$ cat src/hw/rtl/daisy_chain_command_frame_builder_unit_macros.svh
// Assertion macros shared by the frame builder.
`ifndef DAISY_CHAIN_COMMAND_FRAME_BUILDER_UNIT_MACROS_SVH
`define DAISY_CHAIN_COMMAND_FRAME_BUILDER_UNIT_MACROS_SVH

// Same-cycle implication, sampled on clk and quiet during reset.
`define DCCFB_ASSERT_NOW(label, ante, cons) \
    label: assert property (@(posedge clk) disable iff (!rst_n) (ante) |-> (cons)) \
        else $error("frame builder check failed");

// Next-cycle implication, sampled on clk and quiet during reset.
`define DCCFB_ASSERT_NEXT(label, ante, cons) \
    label: assert property (@(posedge clk) disable iff (!rst_n) (ante) |=> (cons)) \
        else $error("frame builder check failed");

`endif

$ cat src/hw/rtl/dccfb_pkg.sv
`timescale 1ns / 1ps

package dccfb_pkg;

    localparam int unsigned IN_DATA_W = 64;
    localparam int unsigned HDR_BYTES = 5;

    localparam logic [2:0] KIND_SINGLE_RD = 3'd0;
    localparam logic [2:0] KIND_SINGLE_WR = 3'd1;
    localparam logic [2:0] KIND_BCAST_WR  = 3'd5;

    localparam logic [7:0]  INIT_BASE = 8'h80;
    localparam logic [7:0]  READ_MAX  = 8'd128;
    localparam logic [15:0] CRC_SEED  = 16'hFFFF;
    localparam logic [15:0] CRC_POLY  = 16'hA001;

    typedef struct packed {
        logic [2:0]           kind;
        logic [7:0]           device_id;
        logic [15:0]          reg_addr;
        logic [IN_DATA_W-1:0] write_data;
        logic [7:0]           byte_count;
    } req_t;

    typedef struct packed {
        logic [7:0] frame_byte;
        logic       last_byte;
    } rsp_t;

    typedef struct packed {
        logic clear;
        logic update;
    } crc_ctl_t;

endpackage

$ cat src/hw/rtl/daisy_chain_command_frame_builder_unit.sv
// A taken request loads the header shifter; frame words reach out_data through the
// output register. A frame has 6 to 14 words and moves on while out_ready is high or
// the output register is empty. The next request is taken only from idle, once the
// last word of the frame has entered the output register.
// A rejected request is consumed in idle and yields no word.
// Reset (rst_n low, asynchronous) empties the output register and returns to idle.
`timescale 1ns / 1ps

`include "daisy_chain_command_frame_builder_unit_macros.svh"

module daisy_chain_command_frame_builder_unit
#(
    parameter int unsigned MAX_WRITE_BYTES = 8
)
(
    input  logic            clk,
    input  logic            rst_n,
    input  logic            in_valid,
    output logic            in_ready,
    input  dccfb_pkg::req_t in_data,
    output logic            out_valid,
    input  logic            out_ready,
    output dccfb_pkg::rsp_t out_data
);

    localparam int unsigned DW  = MAX_WRITE_BYTES * 8;
    localparam int unsigned HW  = dccfb_pkg::HDR_BYTES * 8;
    localparam int unsigned CW  = $clog2(MAX_WRITE_BYTES + 1);

    typedef enum logic [2:0] {
        S_IDLE,
        S_HDR,
        S_DATA,
        S_CRC_LO,
        S_CRC_HI
    } state_t;

    state_t          state_reg, state_next;
    logic [HW-1:0]   hdr_reg, hdr_next;
    logic [2:0]      hdr_left_reg, hdr_left_next;
    logic [DW-1:0]   data_reg, data_next;
    logic [CW-1:0]   data_left_reg, data_left_next;
    logic            wr_reg, wr_next;
    logic            ovalid_reg, ovalid_next;
    dccfb_pkg::rsp_t out_reg, out_next;

    dccfb_pkg::crc_ctl_t crc_ctl;
    logic [7:0]          crc_byte;
    logic [15:0]         crc;

    logic       accept;
    logic       adv;
    logic       is_write;
    logic       req_ok;
    logic [7:0] cnt_m1;
    logic [7:0] init_byte;

    assign in_ready  = (state_reg == S_IDLE);
    assign accept    = in_valid && in_ready;
    assign adv       = !ovalid_reg || out_ready;
    assign is_write  = in_data.kind[0];
    assign cnt_m1    = in_data.byte_count - 8'd1;
    assign init_byte = dccfb_pkg::INIT_BASE | {1'b0, in_data.kind, 4'h0}
                       | (is_write ? cnt_m1 : 8'h00);

    always_comb
    begin
        req_ok = (in_data.kind <= dccfb_pkg::KIND_BCAST_WR) && (in_data.byte_count != 8'd0);
        if (is_write && (in_data.byte_count > 8'(MAX_WRITE_BYTES)))
            req_ok = 1'b0;
        if (!is_write && (in_data.byte_count > dccfb_pkg::READ_MAX))
            req_ok = 1'b0;
    end

    always_comb
    begin
        state_next     = state_reg;
        hdr_next       = hdr_reg;
        hdr_left_next  = hdr_left_reg;
        data_next      = data_reg;
        data_left_next = data_left_reg;
        wr_next        = wr_reg;
        ovalid_next    = ovalid_reg;
        out_next       = out_reg;
        crc_ctl        = '0;
        crc_byte       = hdr_reg[HW-1 -: 8];

        case (state_reg)
            S_IDLE:
            begin
                if (adv)
                    ovalid_next = 1'b0;
                if (accept && req_ok)
                begin
                    crc_ctl.clear = 1'b1;
                    wr_next       = is_write;
                    state_next    = S_HDR;
                    // Header words are left-justified in the order they go out.
                    case (in_data.kind)
                        dccfb_pkg::KIND_SINGLE_RD:
                        begin
                            hdr_next = {init_byte, in_data.device_id, in_data.reg_addr, cnt_m1};
                            hdr_left_next = 3'd5;
                        end
                        dccfb_pkg::KIND_SINGLE_WR:
                        begin
                            hdr_next = {init_byte, in_data.device_id, in_data.reg_addr, 8'h00};
                            hdr_left_next = 3'd4;
                        end
                        default:
                        begin
                            if (is_write)
                            begin
                                hdr_next      = {init_byte, in_data.reg_addr, 16'h0000};
                                hdr_left_next = 3'd3;
                            end
                            else
                            begin
                                hdr_next      = {init_byte, in_data.reg_addr, cnt_m1, 8'h00};
                                hdr_left_next = 3'd4;
                            end
                        end
                    endcase
                    // Align the highest used data word to the top of the shifter.
                    for (int k = 1; k <= int'(MAX_WRITE_BYTES); k++)
                    begin
                        if (in_data.byte_count == 8'(k))
                            data_next = in_data.write_data[DW-1:0] << ((int'(MAX_WRITE_BYTES) - k) * 8);
                    end
                    data_left_next = in_data.byte_count[CW-1:0];
                end
            end
            S_HDR:
            begin
                if (adv)
                begin
                    crc_ctl.update = 1'b1;
                    ovalid_next    = 1'b1;
                    out_next       = '{frame_byte: hdr_reg[HW-1 -: 8], last_byte: 1'b0};
                    hdr_next       = hdr_reg << 8;
                    hdr_left_next  = hdr_left_reg - 3'd1;
                    if (hdr_left_reg == 3'd1)
                        state_next = wr_reg ? S_DATA : S_CRC_LO;
                end
            end
            S_DATA:
            begin
                crc_byte = data_reg[DW-1 -: 8];
                if (adv)
                begin
                    crc_ctl.update = 1'b1;
                    ovalid_next    = 1'b1;
                    out_next       = '{frame_byte: data_reg[DW-1 -: 8], last_byte: 1'b0};
                    data_next      = data_reg << 8;
                    data_left_next = data_left_reg - CW'(1);
                    if (data_left_reg == CW'(1))
                        state_next = S_CRC_LO;
                end
            end
            S_CRC_LO:
            begin
                if (adv)
                begin
                    ovalid_next = 1'b1;
                    out_next    = '{frame_byte: crc[7:0], last_byte: 1'b0};
                    state_next  = S_CRC_HI;
                end
            end
            S_CRC_HI:
            begin
                if (adv)
                begin
                    ovalid_next = 1'b1;
                    out_next    = '{frame_byte: crc[15:8], last_byte: 1'b1};
                    state_next  = S_IDLE;
                end
            end
            default:
            begin
                state_next = S_IDLE;
            end
        endcase
    end

    always_ff @(posedge clk or negedge rst_n)
    begin
        if (!rst_n)
        begin
            state_reg     <= S_IDLE;
            ovalid_reg    <= 1'b0;
            hdr_reg       <= '0;
            hdr_left_reg  <= '0;
            data_reg      <= '0;
            data_left_reg <= '0;
            wr_reg        <= 1'b0;
            out_reg       <= '0;
        end
        else
        begin
            state_reg     <= state_next;
            ovalid_reg    <= ovalid_next;
            hdr_reg       <= hdr_next;
            hdr_left_reg  <= hdr_left_next;
            data_reg      <= data_next;
            data_left_reg <= data_left_next;
            wr_reg        <= wr_next;
            out_reg       <= out_next;
        end
    end

    dccfb_crc16 u_crc
    (
        .clk   (clk),
        .rst_n (rst_n),
        .ctl   (crc_ctl),
        .data  (crc_byte),
        .crc   (crc)
    );

    assign out_valid = ovalid_reg;
    assign out_data  = out_reg;

    // A fresh frame starts from the seed value.
    `DCCFB_ASSERT_NEXT(a_crc_seeded, accept && req_ok, crc == dccfb_pkg::CRC_SEED)
    // The closing word cannot be pending before the high CRC word is sent.
    `DCCFB_ASSERT_NOW(a_last_after_crc, state_reg == S_CRC_HI, !(ovalid_reg && out_reg.last_byte))
    // The data shifter is never entered with nothing left to send.
    `DCCFB_ASSERT_NOW(a_data_left, state_reg == S_DATA, data_left_reg != '0)

endmodule

$ cat src/hw/rtl/dccfb_crc16.sv
`timescale 1ns / 1ps

module dccfb_crc16
(
    input  logic                clk,
    input  logic                rst_n,
    input  dccfb_pkg::crc_ctl_t ctl,
    input  logic [7:0]          data,
    output logic [15:0]         crc
);

    logic [15:0] crc_reg;
    logic [15:0] crc_next;
    logic [15:0] step;

    // Reflected CRC-16, one byte folded in per update.
    always_comb
    begin
        step = crc_reg ^ {8'h00, data};
        for (int i = 0; i < 8; i++)
        begin
            if (step[0])
                step = (step >> 1) ^ dccfb_pkg::CRC_POLY;
            else
                step = step >> 1;
        end
        crc_next = crc_reg;
        if (ctl.clear)
            crc_next = dccfb_pkg::CRC_SEED;
        else if (ctl.update)
            crc_next = step;
    end

    always_ff @(posedge clk or negedge rst_n)
    begin
        if (!rst_n)
            crc_reg <= dccfb_pkg::CRC_SEED;
        else
            crc_reg <= crc_next;
    end

    assign crc = crc_reg;

endmodule

$ cat config.mk
export PLATFORM = sky130hd
export DESIGN_NAME = daisy_chain_command_frame_builder_unit
export DESIGN_NICKNAME = d
export VERILOG_FILES = /design/src/hw/rtl/dccfb_pkg.sv /design/src/hw/rtl/daisy_chain_command_frame_builder_unit.sv /design/src/hw/rtl/dccfb_crc16.sv
export VERILOG_INCLUDE_DIRS = /design/src /design/src/hw/rtl
export SDC_FILE = /design/constraint.sdc
export NUM_CORES = 1
export LEC_CHECK = 0
export BUFFER_PORTS_ARGS = -buffer_cell sky130_fd_sc_hd__clkbuf_2
export CORE_MARGIN = 4
export CORE_UTILIZATION = 35
export CTS_BUF_LIST = sky130_fd_sc_hd__clkbuf_8
export DETAILED_ROUTE_END_ITERATION = 6
export PLACE_DENSITY = 0.54
export SKIP_CTS_REPAIR_TIMING = 1
export SYNTH_ARGS = -nofsm -noshare
export SYNTH_HDL_FRONTEND = slang
export SYNTH_SLANG_ARGS = --single-unit
$ cat constraint.sdc
create_clock -name clk -period 2.9 [get_ports clk]
set_input_delay 0.145 -clock clk [delete_from_list [all_inputs] [get_ports clk]]
set_output_delay 0.145 -clock clk [all_outputs]
set_load 0.01 [all_outputs]
Word-level counts from Yosys, hierarchy flattened
Index checks and enable logic that the tools add are counted.
{ "totals": {"register_bits": 141, "in_bits": 103, "output_inout_bits": 11, "word_cells": 135} }
{ "classes": {"addsub": 3, "order_cmp": 3, "eq_ne": 25, "mux": 59, "n_bitwise": 10, "n_reduce_logical": 25} }
{ "ops": {"columns": ["cell", "count"], "rows": [
  ["two-way mux 64 bit", 10],
  ["two-way mux 16 bit", 11],
  ["case mux 64 bit (2 select lines)", 1],
  ["two-way mux 40 bit", 2],
  ["case mux 40 bit (2 select lines)", 1],
  ["case mux 32 bit (2 select lines)", 1],
  ["two-way mux 9 bit", 4],
  ["case mux 9 bit (4 select lines)", 1],
  ["equality test 8 x 3 -> 1 bit (second input constant)", 4],
  ["two-way mux 3 bit", 10],
  ["inverter 2 -> 3 bit", 8],
  ["equality test 8 x 2 -> 1 bit (second input constant)", 2],
  ["two-way mux 8 bit", 2],
  ["XOR 16 x 8 -> 16 bit", 1],
  ["case mux 3 bit (5 select lines)", 1],
  ["!= test 2 bit (second input constant)", 6],
  ["case mux 3 bit (2 select lines)", 2],
  ["equality test 3 x 1 -> 1 bit (second input constant)", 3],
  ["two-way mux 1 bit", 9],
  ["!= test 9 x 1 -> 1 bit (second input constant)", 1],
  ["AND reduction 3 bit", 3],
  ["equality test 8 x 1 -> 1 bit (second input constant)", 1],
  ["equality test 8 x 4 -> 1 bit (second input constant)", 1],
  ["greater-than comparator 8 x 4 -> 1 bit (second input constant)", 1],
  ["26 further kinds", 39]
]} }

Logic depth before layout (Yosys ltp)
Gate-level depths: netlist of the first run.
{ "logic_depth": {"ltp_word": 21, "mapped_depth": 11, "ltp_nobuf": 9} }

Hierarchy
A second synthesis of the first run with hierarchy kept.
{ "hier_totals": {"hier_cells": 1199, "hier_area_um2": 10649.0} }
{ "by_module_without_submodules": {"columns": ["module", "instances", "cells_per_inst", "area_per_inst_um2", "seq_area_each_um2"], "rows": [
  ["daisy_chain_command_frame_builder_unit", 1, 1114, 9751.9, 3128.0],
  ["dccfb_crc16", 1, 85, 897.1, 420.4]
]} }

Worst setup path before layout of the first run
Ideal clock, no wire load.
{ "synth_path": {"path_type": "reg2reg", "start": "register state_reg[0]", "end": "register u_crc.crc_reg[0], in the netlist u_crc.crc[0]", "setup_time_ns": 0.073, "arrival_ns": 2.263, "required_ns": 2.827, "path_slack_ns": 0.564, "stages_incl_launch_ff": 10, "n_path_buf": 2, "synth_period_minus_slack_ns": 2.336, "cell_sequence": "dfrtp_1 -> buf_2 -> nor3b_4 -> buf_6 -> mux2i_2 -> xnor2_2 -> xnor2_1 -> xnor3_2 -> xnor3_1 -> a21oi_1"} }
{ "synth_via": {"elab_chain_cells": 14, "elab_cells_between_ends": 29, "cone_classes": "2 x eq/ne; 14 x mux; 8 x bitwise; 5 x reduce/logical"} }
{ "synth_lines": {"columns": ["element", "line_no", "text"], "rows": [
  ["from (decl)", "daisy_chain_command_frame_builder_unit.sv:38", "state_t state_reg, state_next;"],
  ["from (signal assigned)", "daisy_chain_command_frame_builder_unit.sv:200", "state_reg <= state_next;"],
  ["equality test 3 x 2 -> 1 bit", "daisy_chain_command_frame_builder_unit.sv:88", "case (state_reg)"],
  ["two-way mux 8 bit", "daisy_chain_command_frame_builder_unit.sv:88", null],
  ["XOR 16 x 8 -> 16 bit", "dccfb_crc16.sv:19", "step = crc_reg ^ {8'h00, data};"],
  ["two-way mux 16 bit / inverter 2 -> 3 bit (equally long branches) (6 in a row)", null, null],
  ["inverter 2 -> 3 bit (no line) / two-way mux 16 bit (equally long branches)", null, null],
  ["two-way mux 16 bit (2 in a row)", "dccfb_crc16.sv:22", "if (step[0])"],
  ["two-way mux 16 bit", "dccfb_crc16.sv:30", "else if (ctl.update)"],
  ["two-way mux 16 bit", "dccfb_crc16.sv:28", "if (ctl.clear)"],
  ["to (signal assigned)", "dccfb_crc16.sv:37", "crc_reg <= dccfb_pkg::CRC_SEED;"],
  ["to (signal assigned)", "dccfb_crc16.sv:39", "crc_reg <= crc_next;"],
  ["to (decl)", "dccfb_crc16.sv:12", "logic [15:0] crc_reg;"]
]} }
Several ways; a longest one is shown, not always the timed one. The select of a mux whose other input is x is not followed.
A chain may end at the register's enable or synchronous reset.

Worst setup path in the final report of the first run
{ "layout_path": {"start": "register state_reg[0]", "end": "register data_reg[51]"} }
{ "layout_via": {"elab_chain_cells": 5, "elab_cells_between_ends": 10, "cone_classes": "4 x eq/ne; 1 x mux; 5 x reduce/logical"} }
{ "layout_lines": {"columns": ["element", "line_no", "text"], "rows": [
  ["zero test 3 bit", "daisy_chain_command_frame_builder_unit.sv:58, daisy_chain_command_frame_builder_unit.sv:88", null],
  ["logical AND 1 bit", "daisy_chain_command_frame_builder_unit.sv:59", "assign accept = in_valid && in_ready;"],
  ["logical AND 1 bit", "daisy_chain_command_frame_builder_unit.sv:93", "if (accept && req_ok)"],
  ["!= test 2 x 1 -> 1 bit (no line)", null, null],
  ["AND reduction 4 bit (no line)", null, null],
  ["to (signal assigned)", "daisy_chain_command_frame_builder_unit.sv:204", "data_reg <= data_next;"],
  ["to (decl)", "daisy_chain_command_frame_builder_unit.sv:41", "logic [DW-1:0] data_reg, data_next;"]
]} }
Several ways; a longest one is shown, not always the timed one.

==> impl_metrics.yaml, run 1 <==
cells_and_area:
  antenna_cells: 0
  largest_register_ffs: 64
  fillers: 2812
  final_common_cell: "o21ai_0"
  design_area_um2: 11000
  layout_common_cells: "o21ai_0 (202), nand2_1 (179), dfrtp_1 (125), a21oi_1 (117), clkbuf_2 (112)"
  area_growth_pct: 14.0
  drive_gt1_frac: 0.194
  nets: 1372
  final_cells: 1614
die:
  start_util: 0.356
  die_area_um2: 30200
  core.rowCount: 60
  die_w_um: 174
  core_area_um2: 27000
  die_y_um: 174
  ioPinCount: 114
critical_path:
  critical_path_class: "reg2reg"
  cp_slowest_cell: "dfrtp_1"
  max_stage_delay_ns: 0.43
  required_ns: 3.27
  start_kind: "flop"
  r2r_start: "state_reg[0]"
  crit_path_end_kind: "flop"
  crit_family: "compound AO/OA/AOI/OAI gates"
  crit_chain: "buf_4 -> nor2_1 -> nand4_1 -> a2111oi_4 -> o21ai_1 -> a21o_4 -> buf_12 -> o31ai_2"
  worst-path-max-fanout: 120
  worstPathBufferInverterCount: 2
  cp-startpoint: "state_reg[0]"
  crit_arrival_ns: 3.00
detailed_routing:
  avgRoutedWirePerCell_um: 20.6
  vias: 9453
  drc: 0
  drt-initial-drc-count: 899
  routed_wl_um: 33300
  ant_nets: 0
  viasPerCell: 5.86
  drtPass1Iterations: 5
cts:
  clk_latency_ns: 0.47
  h-tree-depth: 4
  cts_tree: "built"
  root_buffer: "clkbuf_8"
  cts_buffers: 17
  clkTransAtPathRegs_ns: 0.10
  cts_sinks: 141
  clk_path_buf_depth: 2
synthesis:
  synth_edf_count: 0
  async_reset_ff_frac: 1.00
  synth_nets: 1305
  ys_warn_count: 0
  synthesis.area_um2: 9600
  seq_area_frac_synth: 0.370
  ys_ff_latch: 141
  synth_cell_types: 68
  synth-main-ff-cell: "dfrtp_1"
  avgSynthCellArea_um2: 8.05
  syn_inst: 1193
sta:
  rsz0062_at_grt: "no"
  relSlewSlack: 0.392
  finalHoldViolations: 0
  setup_viol: 0
  setup-tns-final_ns: 0
  skew_ns: 0.0171
  final_max_slew_viol_count: 0
  tightest_slew_ns: 0.902
  max_clock_freq_mhz: 379
  period_share: 0.909
  fin_crit_ns: 2.64
hold_path:
  hold_class: "in2reg"
  hold_start: "in_data[14]"
power:
  ir_drop_mv: 0.686
  power_density_nw_per_um2: 971
  p_leak_nw: 4.46
  p_total_mw: 10.6
job:
  maxCapViolCount: 0
place:
  gp_congestion: 0.931
  dp_hpwl_um: 23500
  portBuffers: 113
  placed_cell_area_um2: 10600
  place_inst: 1581
grt:
  grt_max_degree: 121
  antenna_found_initial: 0
  gr-total-overflow: 0
  grt_use_total: 0.218
  grt_pass1_vias: 9119
  grt_pass1_wl_um: 53000
run_status:
  status: "finished, final reports clean"
synthesized netlist by cell type (all sizes together), types with 4 or more instances:
cell type | number | share of area
o311ai | 4 | 0.0036
a221o | 29 | 0.030
nand2 | 180 | 0.070
nor3 | 16 | 0.011
mux2i | 7 | 0.0081
a221oi | 24 | 0.022
nand2b | 15 | 0.0098
or3 | 9 | 0.0059
a22oi | 22 | 0.017
o211ai | 12 | 0.0094
xnor2 | 24 | 0.025
buf | 45 | 0.026
o221ai | 5 | 0.0046
a22o | 11 | 0.010
inv | 17 | 0.0066
clkbuf | 72 | 0.028
nand3 | 10 | 0.0052
o311a | 8 | 0.0083
o22a | 8 | 0.0073
dfstp | 16 | 0.044
a222oi | 8 | 0.0083
nor2 | 68 | 0.027
a21oi | 118 | 0.062
and3 | 4 | 0.0026
o31ai | 18 | 0.020
ha | 9 | 0.012
a2bb2oi | 15 | 0.014
o21ai | 223 | 0.12
dfrtp | 125 | 0.33
o22ai | 32 | 0.021
where the power goes:
part | total (mW) | internal (mW) | switching (mW) | leakage [nW]
Sequential | 3.38 | 2.83 | 0.558 | 1.80
Combinational | 5.61 | 2.27 | 3.34 | 2.46
Clock | 1.64 | 0.711 | 0.924 | 0.196
Total | 10.6 | 5.81 | 4.83 | 4.46
area by class of cell:
type / count / area (um2) / area share
tap: 341 / 427 / 0.0390
multi-input combinational: 918 / 5500 / 0.502
clock inverter: 15 / 153 / 0.0139
sequential: 141 / 3550 / 0.324
clock buffer: 17 / 234 / 0.0214
inverter: 17 / 63.8 / 0.00583
timing repair buffer: 165 / 1030 / 0.0938
per-stage QoR:
stage | worst slack (ns) | utilization | hold WS [ns]
5_1_grt | 0.104 | 0.406 | 0.0165
3_5_place_dp | 0.308 | 0.392 | 0.0651
3_3_place_gp | 0.337 | 0.392 | 0.0660
4_1_cts | 0.288 | 0.406 | -0.449
2_1_floorplan | 0.564 | - | -0.151
6_report | 0.265 | 0.406 | 0.0366
worst paths after layout:
check,cells past startpoint,endpoint,slack [ns]
worst max-delay path,8,data_reg[51],0.26
worst min-delay path,2,data_reg[6],0.04
worst max register to register,8,data_reg[51],0.26
worst min register to register,2,hdr_left_reg[1],0.47
max in group asynchronous,3,data_reg[23],1.94
min in group asynchronous,2,hdr_reg[28],0.14
cells by family after synthesis:
group / share of synthesized area
AOI/OAI and AO/OA: 0.370
xor gates and xnor gates: 0.0326
adders and majority gates: 0.0117
buffers and inverters: 0.0614
DFF: 0.370
muxes: 0.00808
and+or+nand+nor: 0.146
per-layer routing:
| layer | up-vias | global-route usage | wire [um] |
|---|---|---|---|
| met2 | 358 | 0.324 | 14700 |
| met3 | 52 | 0.0425 | 2150 |
| met5 | - | 0 | 0 |
| li1 | 4552 | - | - |
| met4 | 0 | 0.0653 | 890 |
| met1 | 4491 | 0.321 | 15600 |
Note: power is estimated with default switching activity, not from simulation.
==> inputs of run 2 (changes only) <==
- ABC_AREA: default -> 1
- PLACE_DENSITY: 0.54 -> 0.53
- SKIP_CTS_REPAIR_TIMING: 1 -> default
==> impl_metrics.yaml, run 2 <==
run_status:
  status: "finished, final reports clean"
sta:
  fin_crit_ns: 2.47
  rsz0062_at_grt: "no"
  period_share: 0.851
  tightest_slew_ns: 0.813
  setup-tns-final_ns: 0
  layout_setup_ws_ns: 0.432
  relSlewSlack: 0.451
  finalHoldViolations: 0
  final_max_slew_viol_count: 0
  setup_viol: 0
  max_clock_freq_mhz: 405
  skew_ns: 0.0253
synthesis:
  synthesis.area_um2: 9630
  synth_edf_count: 0
  ys_top_cells_by_area: "dfrtp_1 (32%), nand2_1 (15%), o21ai_0 (12%)"
  ys_ff_latch: 141
  synth_top_family_by_area: "compound AO/OA/AOI/OAI gates"
  synthAdderAreaFrac: 0.0117
  synth_top_area_cell: "dfrtp_1"
  avgSynthCellArea_um2: 6.93
  synth_compound_area_frac: 0.278
  seq_area_frac_synth: 0.369
  yosysTopAreaCellShare: 0.325
  synth.most_common_cell: "nand2_1"
  syn_inst: 1389
  synth_commonest_cells: "nand2_1 (379), o21ai_0 (224), inv_1 (128), dfrtp_1 (125), nand3_1 (71)"
  synth_xor_area_frac: 0.0109
  synthSimpleGateAreaFrac: 0.236
  synth_cell_types: 46
  async_reset_ff_frac: 1.00
  synth_nets: 1501
  synth-main-ff-cell: "dfrtp_1"
  ys_warn_count: 0
  synth_mux_area_frac: 0
power:
  p_total_mw: 10.4
  ir_drop_mv: 0.402
  p_leak_nw: 5.29
  power_density_nw_per_um2: 942
place:
  gp_congestion: 0.914
  pre_cts_ws_ns: 0.413
  dp_hpwl_um: 24000
  portBuffers: 113
critical_path:
  cp_slowest_cell: "dfrtp_1"
  worstPathBufferInverterCount: 3
  critical_path_class: "reg2reg"
  crit_family: "simple AND/OR/NAND/NOR gates"
  r2r_setup_slack_ns: 0.43
  worst-path-max-fanout: 17
  cp_common_cell: "nand2_1"
  start_kind: "flop"
  required_ns: 3.30
  max_stage_delay_ns: 0.68
  crit_chain: "nand2_2 -> inv_2 -> nand2_1 -> nand2_1 -> nand2_1 -> nand2_1 -> nand3_1 -> nand2_1 -> inv_1 -> nand2_1 -> nand2_1 -> nand2_1 -> nand3_1 -> nand3_1 -> nand2_1 -> inv_1"
  crit_arrival_ns: 2.87
  crit_path_end_kind: "flop"
grt:
  grt_pass1_vias: 9231
  gr-total-overflow: 0
  antenna_found_initial: 1
  grt_use_total: 0.220
  grt_pass1_wl_um: 53200
  grt_max_degree: 80
cts:
  root_buffer: "clkbuf_8"
  clkTransAtPathRegs_ns: 0.09
  cts_setup_buffers: 0
  cts_tree: "built"
  h-tree-depth: 4
  clk_latency_ns: 0.47
  clk_path_buf_depth: 2
  cts_buffers: 17
  cts_sinks: 141
cells_and_area:
  largest_register_ffs: 64
  antenna_cells: 0
  area_growth_pct: 14.4
  postLayoutCoreUtil: 0.408
  nets: 1587
  layout_common_cells: "nand2_1 (378), o21ai_0 (224), inv_1 (130), dfrtp_1 (125), clkbuf_2 (112)"
  final_common_cell: "nand2_1"
  drive_gt1_frac: 0.151
job:
  maxCapViolCount: 0
die:
  die_area_um2: 30200
  die_w_um: 174
  die_y_um: 174
  ioPinCount: 114
  start_util: 0.356
  core.rowCount: 60
  core_area_um2: 27000
detailed_routing:
  ant_nets: 0
  vias: 10000
  drt-initial-drc-count: 886
  drtPass1Iterations: 7
  avgRoutedWirePerCell_um: 18.6
  drc: 0
  viasPerCell: 5.48
  routed_wl_um: 34000
hold_path:
  hold_class: "in2reg"
run 2: path summary, 6_finish.rpt:
kind                               from           end  cells past startpoint
setup / recovery           state_reg[1]  u_crc.crc[0]                     16
hold / removal              in_data[73]    hdr_reg[9]                      3
setup reg to reg           state_reg[1]  u_crc.crc[0]                     16
hold reg to reg             data_reg[8]   data_reg[8]                      2
max in group asynchronous         rst_n   hdr_reg[39]                      3
min in group asynchronous         rst_n  data_reg[11]                      2
run 2: final cells by class:
class	count	area (um2)
Clock buffer	18	248
Clock inverter	14	166
Fill cell	2963	16000
Inverter	140	526
Multi-Input combinational cell	1021	5170
Sequential cell	141	3550
Tap cell	341	427
Timing Repair Buffer	154	925
run 2: cells by family after synthesis:
family | after synthesis
adder cells (fa/ha/maj) | 9
AO/OA/AOI/OAI | 457
buffers and inverters | 227
AND/OR/NAND/NOR | 543
flip-flops | 141
XOR/XNOR | 12
run 2: timing repair:
action	4_1_cts	5_1_grt
resized for setup	0	0
hold buffers	3	0
hold endpoints to repair	61	0
run 2: layer usage:
layer	vias to the layer above	part of all wire	GRT usage
met2	405	0.43	0.317
met3	39	0.079	0.0458
met5	-	0.00021	0
li1	4904	-	-
met1	4675	0.47	0.333
met4	2	0.019	0.0614
run 2: worst reg2reg max path: cells and delay by family (launching register included):
kind,cells,cell delay (ns)
AND/OR/NAND/NOR,13,1.37
flip-flops,1,0.68
buffers and inverters,3,0.37
run 2: power by group:
| group | internal, mW | switching [mW] |
|---|---|---|
| registers | 2.84 | 0.504 |
| logic | 1.72 | 3.54 |
| clock network | 0.876 | 0.891 |
run 2: stage by stage:
step / cells / hold slack, ns / area, um2
after floorplan: 1389 / -0.151 / 9630
after global placement: 1794 / 0.242 / 10600
after detailed placement: 1794 / 0.240 / 10600
after CTS: 1829 / 0.00177 / 11000
after global routing: 1829 / 0.00382 / 11000
final: 1829 / 0.0167 / 11000
